File: src/hw/rtl/bsl_pkg.sv
package bsl_pkg;

   localparam int CAPACITY_DEF = 256;
   localparam int POS_W = 12;

   typedef enum logic [3:0] {
      CMD_INS_HEAD = 4'd0,
      CMD_INS_TAIL = 4'd1,
      CMD_RM_HEAD  = 4'd2,
      CMD_RM_TAIL  = 4'd3,
      CMD_RM_INDEX = 4'd4,
      CMD_RD_INDEX = 4'd5,
      CMD_RD_HEAD  = 4'd6,
      CMD_RD_TAIL  = 4'd7,
      CMD_CLEAR    = 4'd8
   } cmd_type;

   typedef struct packed {
      logic [7:0] symbol;
      logic [7:0] y;
      logic [7:0] x;
   } entry_type;

   typedef struct packed {
      logic             shift_right;
      logic             load;
      logic             shift_left;
      logic             rd_en;
      logic [POS_W-1:0] pos;
      entry_type        item;
   } ctrl_type;

endpackage

File: src/hw/rtl/bsl_cell.sv
module bsl_cell #(
   parameter int INDEX = 0
) (
   input  logic              clock,
   input  bsl_pkg::ctrl_type ctrl,
   input  bsl_pkg::entry_type left_entry,
   input  bsl_pkg::entry_type right_entry,
   input  bsl_pkg::entry_type rd_prev,
   output bsl_pkg::entry_type entry_out,
   output bsl_pkg::entry_type rd_out
);

   localparam logic [bsl_pkg::POS_W-1:0] MY_POS = bsl_pkg::POS_W'(INDEX);

   bsl_pkg::entry_type entry_ff;
   bsl_pkg::entry_type entry_in;
   bsl_pkg::entry_type rd_ff;
   bsl_pkg::entry_type rd_in;

   always_comb begin
      entry_in = entry_ff;
      if (ctrl.shift_right) begin
         entry_in = left_entry;
      end else if (ctrl.load && (ctrl.pos == MY_POS)) begin
         entry_in = ctrl.item;
      end else if (ctrl.shift_left && (MY_POS >= ctrl.pos)) begin
         entry_in = right_entry;
      end
   end

   always_comb begin
      rd_in = rd_ff;
      if (ctrl.rd_en) begin
         rd_in = (ctrl.pos == MY_POS) ? entry_ff : rd_prev;
      end
   end

   always_ff @(posedge clock) begin
      entry_ff <= entry_in;
      rd_ff    <= rd_in;
   end

   assign entry_out = entry_ff;
   assign rd_out    = rd_ff;

endmodule

File: config.mk
export PLATFORM = sky130hd
export DESIGN_NAME = bsl_cell
export DESIGN_NICKNAME = d
export VERILOG_FILES = /design/src/hw/rtl/bsl_pkg.sv /design/src/hw/rtl/bsl_cell.sv
export SDC_FILE = /design/constraint.sdc
export NUM_CORES = 1
export LEC_CHECK = 0
export ABC_AREA = 1
export BUFFER_PORTS_ARGS = -buffer_cell sky130_fd_sc_hd__buf_4
export CAP_MARGIN = 20
export CORE_ASPECT_RATIO = 1.5
export CORE_MARGIN = 1
export CORE_UTILIZATION = 39
export CTS_CLUSTER_DIAMETER = 200
export DETAILED_ROUTE_END_ITERATION = 12
export PLACE_DENSITY = 0.76
export SLEW_MARGIN = 0
export SYNTH_ARGS = -nofsm -noshare
export SYNTH_HDL_FRONTEND = slang
export SYNTH_SLANG_ARGS = --single-unit
File: constraint.sdc
create_clock -name clock -period 3 [get_ports clock]
set_clock_uncertainty 0.15 [all_clocks]
set_input_delay 0.3 -clock clock [delete_from_list [all_inputs] [get_ports clock]]
set_output_delay 0.3 -clock clock [all_outputs]
set_load 0.01 [all_outputs]
==> metrics.md, run 1 <==
| Metric | Value |
|---|---|
| Worst path arrival time | `1980 ps` |
| Setup TNS | `0 ps` |
| Hold Path Class | `in -> reg` |
| Setup-failing EPs final | `0` |
| Cts repair resizes | `0` |
| Avg Inst Size Synth | `8.15 um^2` |
| Root Driver | `clkbuf_8` |
| CP Max Fanout | `49` |
| Vias post-DR | `2706` |
| Power, Total | `1.61 mW` |
| Routed Antenna Nets | `0` |
| Number of global-route vias before repair | `2608` |
| Endpoints failing hold | `0` |
| Crit. End Element | `flip-flop` |
| Die Area | `7210 um^2` |
| Largest net degree at the start of global routing | `50` |
| Post-layout net count | `591` |
| Mapped cell area | `2680 um^2` |
| Worst skew pair latency | `290 ps` |
| Routed Wire Length | `7200 um` |
| Top Ports | `161` |
| Tot GR Track Use | `19.9%` |
| Crit share post-route | `65.4%` |
| Layout cells sized above 1 | `36.7%` |
| Post-Syn Instances | `329` |
| Num CTS Buffers | `5` |
| Max rail drop VDD | `181 uV` |
| Area post-placement | `3890 um^2` |
| Share of the synthesized area in the top cell type | `53.8%` |
| Net Count, Synth | `442` |
| Max cap viols | `0` |
| Leak Pwr | `2.12 nW` |
| Drt first pass iters | `4` |
| Finished Cell Area | `3990 um^2` |
| DIE HEIGHT | `104 um` |
| WS Path Type | `in -> reg` |
| Layout area overhead | `49.0%` |
| Startpoint Class | `primary input` |
| Largest area contributor in the netlist | `edfxtp_1` |
| Cell Rows | `36` |
| Die X | `69.7 um` |
| Synth unique cells | `16` |
| PwrDens | `403 nW/um^2` |
| Post-layout util | `60.7%` |
| Post-CTS Hold Buffers | `0` |
| Synth area leaders | `edfxtp_1, nand2_1, nand3_1` |
| Postcts setup bufs | `0` |
| CTS max path bufs | `2` |
| Initial antenna violation count | `0` |
| WHS | `115 ps` |
| Final Max Tran Viols | `0` |
| Filler cells | `616` |
| Register bit count reported by yosys | `48` |
| Port buffer count | `160` |
| Seq/Total Area, Yosys | `53.8%` |
| First-pass GRT wire length | `11600 um` |
| RePlAce Congestion | `0.856` |
| Rel. slew slack | `64.2%` |
| Total clock sinks | `48` |
| Detailed placement HPWL | `5750 um` |
| Wirelength per Cell | `13.0 um` |
| Outcome | `completed` |
| DRC viols | `0` |
| Initial Utilization | `40.8%` |
| Slew @ Worst Pin | `536 ps` |
| Vias/cell | `4.88` |
| # diodes | `0` |
| H-tree depth | `2` |
| RSZ-0062 raised after global routing | `false` |
| Synth warnings | `0` |
| Minimum clock period | `1960 ps` |
| TritonCTS clock tree | `yes` |
| Clock-pin slew on the worst setup and hold paths | `80 ps` |
| DRT iter0 DRCs | `141` |
| Remaining Overflow, GRT | `0` |
| Core area | `6580 um^2` |
| Fmax | `510 MHz` |
| CP Data Required Time | `3020 ps` |
-- Yosys cell counts (all sizes together) --
library cell,instances
inv,53
nand3,49
nor2,7
edfxtp,48
clkbuf,5
nand4,24
o21ai,1
nand2,125
buf,17
-- state kept, by name (all words and copies together), names as in the netlist --
signal / count
entry_out: 24
rd_out: 24
-- path summary, 6_finish.rpt --
check | startpoint | endpoint | slack, ps | cells past startpoint
worst max register to register | entry_out[22] | rd_out[22] | 2020 | 2
worst max-delay path | ctrl[27] | entry_out[5] | 1040 | 9
worst min-delay path | rd_prev[2] | rd_out[2] | 110 | 3
worst min register to register | entry_out[19] | rd_out[19] | 440 | 2
-- per-layer routing --
layer  track usage, %  wire (um)  share of wire (%)  vias up
li1                 -          -                  -     1357
met1             22.0       2570                 36     1190
met2             35.5       3860                 54      130
met3             2.33        402                5.6       29
met4             12.3        373                5.2        0
met5                0          0                  0        -
-- power breakdown --
group	total (mW)	switching, mW	internal (mW)	leakage, nW
combinational	0.332	0.146	0.186	1.59
sequential	0.829	0.0251	0.804	0.469
clock	0.446	0.199	0.247	0.0552
total	1.61	0.370	1.24	2.12
-- layout by cell type, fill, tap and decap left out, drive strengths merged --
master,synthesis,final
buf,17,164
bufinv,0,1
clkbuf,5,6
clkinv,0,1
edfxtp,48,48
inv,53,53
nand2,125,125
nand3,49,49
nand4,24,24
nor2,7,7
o21ai,1,1
-- critical path, stage by stage --
cell	delay (ps)
buf_4	110
nor2_1	90
nand2_1	90
nor2_4	110
buf_4	410
nand3_2	490
nand2_1	170
nand3_1	110
nand2_1	100
-- final cells by class --
type,instances,area (um^2),area share (%)
inverter,53,199,4.98
clock buffer,6,72.6,1.82
multi-input combinational,206,920,23.0
timing repair buffer,164,1230,30.8
sequential,48,1440,36.1
tap,76,95.1,2.38
clock inverter,2,35.0,0.877
-- metrics by stage --
| stage | std cells | setup WS, ps |
|---|---|---|
| floorplan | 329 | 550 |
| global placement | 547 | 829 |
| detailed placement | 547 | 732 |
| CTS | 555 | 1040 |
| global route | 555 | 852 |
| finish | 555 | 1040 |
-- cells by family (layout without fill, tap and decap cells) --
logic type	Yosys count	after routing	share of synthesized area (%)
compound gates	1	1	0.187
buf+inv	75	225	12.2
flops	48	48	53.8
simple gates	205	205	33.8
No activity file was read; power rests on OpenSTA's default activity.
==> run 2, diff against run 1 <==
--- a/config.mk
+++ b/config.mk
@@ -10,10 +10,10 @@
 export CAP_MARGIN = 20
 export CORE_ASPECT_RATIO = 1.5
 export CORE_MARGIN = 1
-export CORE_UTILIZATION = 39
+export CORE_UTILIZATION = 40
 export CTS_CLUSTER_DIAMETER = 200
 export DETAILED_ROUTE_END_ITERATION = 12
-export PLACE_DENSITY = 0.76
+export PLACE_DENSITY = 0.75
 export SLEW_MARGIN = 0
 export SYNTH_ARGS = -nofsm -noshare
 export SYNTH_HDL_FRONTEND = slang
==> constraint.sdc (replaced) <==
create_clock -name clock -period 1.9 [get_ports clock]
set_clock_uncertainty 0.15 [all_clocks]
set_input_delay 0.19 -clock clock [delete_from_list [all_inputs] [get_ports clock]]
set_output_delay 0.19 -clock clock [all_outputs]
set_load 0.01 [all_outputs]
==> metrics.md, run 2 (synthesis results as in run 1) <==
| Metric | Value |
|---|---|
| Outcome | `completed` |
| Max cap viols | `0 (unchanged)` |
| Top Ports | `161 (unchanged)` |
| Die Area | `7040 um^2 (-2.4%)` |
| Fmax | `674 MHz` |
| R2R Setup Slk | `940 ps (-1080 ps)` |
| Worst path arrival time | `1490 ps (-490 ps)` |
| DR WL met3 | `421 um (+4.7%)` |
| Hold path startpoint | `rd_prev[2]` |
| Initial Utilization | `41.3% (+0.57 points)` |
| Final Max Tran Viols | `0 (unchanged)` |
| Top layer used by detailed routing | `met4` |
| WHS Path Cells | `3 (unchanged)` |
| PwrDens | `627 nW/um^2 (+56%)` |
| Remaining Overflow, GRT | `0 (unchanged)` |
| Vias/cell | `4.79 (-1.7%)` |
| Layout cells sized above 1 | `36.9% (+0.19 points)` |
| Cell Rows | `36 (unchanged)` |
| CP Data Required Time | `1900 ps (-1120 ps)` |
| Max rail drop VDD | `286 uV (+58%)` |
| Leak Pwr | `2.14 nW (+0.89%)` |
| WL met2 | `4050 um (+5.1%)` |
| Worst skew pair latency | `290 ps (about the same)` |
| Post-CTS Hold Buffers | `0 (unchanged)` |
| Routed Antenna Nets | `0 (unchanged)` |
| RePlAce Congestion | `0.828 (-3.2%)` |
| Area post-placement | `3920 um^2 (+0.90%)` |
| Port buffer count | `160 (unchanged)` |
| DRC viols | `0 (unchanged)` |
| Largest net degree at the start of global routing | `27 (-46%)` |
| Num CTS Buffers | `5 (unchanged)` |
| Die X | `68.8 um (-1.2%)` |
| Hold Path Class | `in -> reg` |
| CTS max path bufs | `2 (unchanged)` |
| Layout area overhead | `50.3%` |
| # diodes | `0 (unchanged)` |
| Clock-pin slew on the worst setup and hold paths | `80 ps (about the same)` |
| Routed Wire Length | `7170 um (-0.46%)` |
| Post-layout net count | `594 (+0.51%)` |
| RSZ-0062 raised after global routing | `false` |
| CP Max Fanout | `24 (-51%)` |
| Setup TNS | `0 ps (unchanged)` |
| Endpoints failing hold | `0 (unchanged)` |
| WS Path Type | `in -> reg` |
| Minimum clock period | `1480 ps` |
| Reg2reg path depth | `2 (unchanged)` |
| Critical R2R Launch | `entry_out[5]` |
| Hold Crit Endpoint | `rd_out[2]` |
| Crit. End Element | `flip-flop` |
| Post-layout util | `62.1% (+1.4 points)` |
| Vias post-DR | `2675 (-1.1%)` |
| Startpoint Class | `primary input` |
| Setup-failing EPs final | `0 (unchanged)` |
| Commonest non-fill, non-tap cell in the layout | `buf_4` |
| H-tree depth | `2 (unchanged)` |
| Initial antenna violation count | `0 (unchanged)` |
| Crit share post-route | `78.1%` |
| Met1 wire length | `2440 um (-5.0%)` |
| Tot GR Track Use | `21.3% (+1.4 points)` |
| Total clock sinks | `48 (unchanged)` |
| First-pass GRT wire length | `11300 um (-2.6%)` |
| DRT iter0 DRCs | `186 (+32%)` |
| Core area | `6490 um^2 (-1.4%)` |
| Postcts setup bufs | `0 (unchanged)` |
| Number of global-route vias before repair | `2585 (-0.88%)` |
| Placed insts | `550 (+0.55%)` |
| Rel. slew slack | `69.6% (+5.4 points)` |
| Slew @ Worst Pin | `456 ps (-80.8 ps)` |
| Detailed placement HPWL | `5910 um (+2.8%)` |
| Drt first pass iters | `4 (unchanged)` |
| TritonCTS clock tree | `yes` |
| Final cell count without fillers | `558 (+0.54%)` |
| DIE HEIGHT | `102 um (-1.2%)` |
| Wirelength per Cell | `12.8 um (-0.99%)` |
| Root Driver | `clkbuf_8` |
| Power, Total | `2.52 mW (+57%)` |
| Finished Cell Area | `4030 um^2 (+0.85%)` |
| Critical R2R Capture | `rd_out[5]` |
| Cts repair resizes | `0 (unchanged)` |
| Most frequent cells in the layout | `buf_4, nand2_1, inv_1` |
==> run 2: cell type report <==
| cell class | instances | area (um^2) |
|---|---|---|
| clock buffers | 5 | 68.8 |
| clock inverters | 3 | 37.5 |
| fillers | 587 | 2460 |
| inverters | 53 | 199 |
| multi-input cells | 206 | 920 |
| flip-flops and latches | 48 | 1440 |
| well taps | 76 | 95.1 |
| repair buffers | 167 | 1270 |
==> run 2: worst max-delay path by stage <==
stage,from,to
after floorplan,ctrl[27],entry_out[0]
after global placement,ctrl[32],entry_out[0]
after detailed placement,ctrl[33],entry_out[13]
after CTS,ctrl[33],entry_out[13]
after global routing,ctrl[33],entry_out[8]
final,ctrl[33],entry_out[13]
==> run 2: metal layers <==
layer / up-vias / global-route usage, %
met5: - / 0
met4: 0 / 10.0
met3: 21 / 2.12
met2: 122 / 39.8
met1: 1170 / 23.1
li1: 1362 / -
==> run 2: power breakdown <==
| part | leakage (nW) | total [mW] | internal [mW] | switching, mW |
|---|---|---|---|---|
| Sequential | 0.469 | 1.31 | 1.27 | 0.0410 |
| Clock | 0.0532 | 0.689 | 0.383 | 0.306 |
| Combinational | 1.61 | 0.524 | 0.298 | 0.226 |
==> run 2: critical path, cell delays in order <==
cell and delay (ps):
buf_4 110, inv_1 50, nand2_1 70, nor2_4 290
nand3_2 430, nand2_1 180, nand3_1 80, nand2_1 100
==> run 2: metrics by stage <==
stage	worst slack (ps)	hold slack [ps]
2_1_floorplan	8.11	152
3_3_place_gp	191	308
3_5_place_dp	133	309
4_1_cts	439	1.90
5_1_grt	251	9.08
6_report	416	8.79
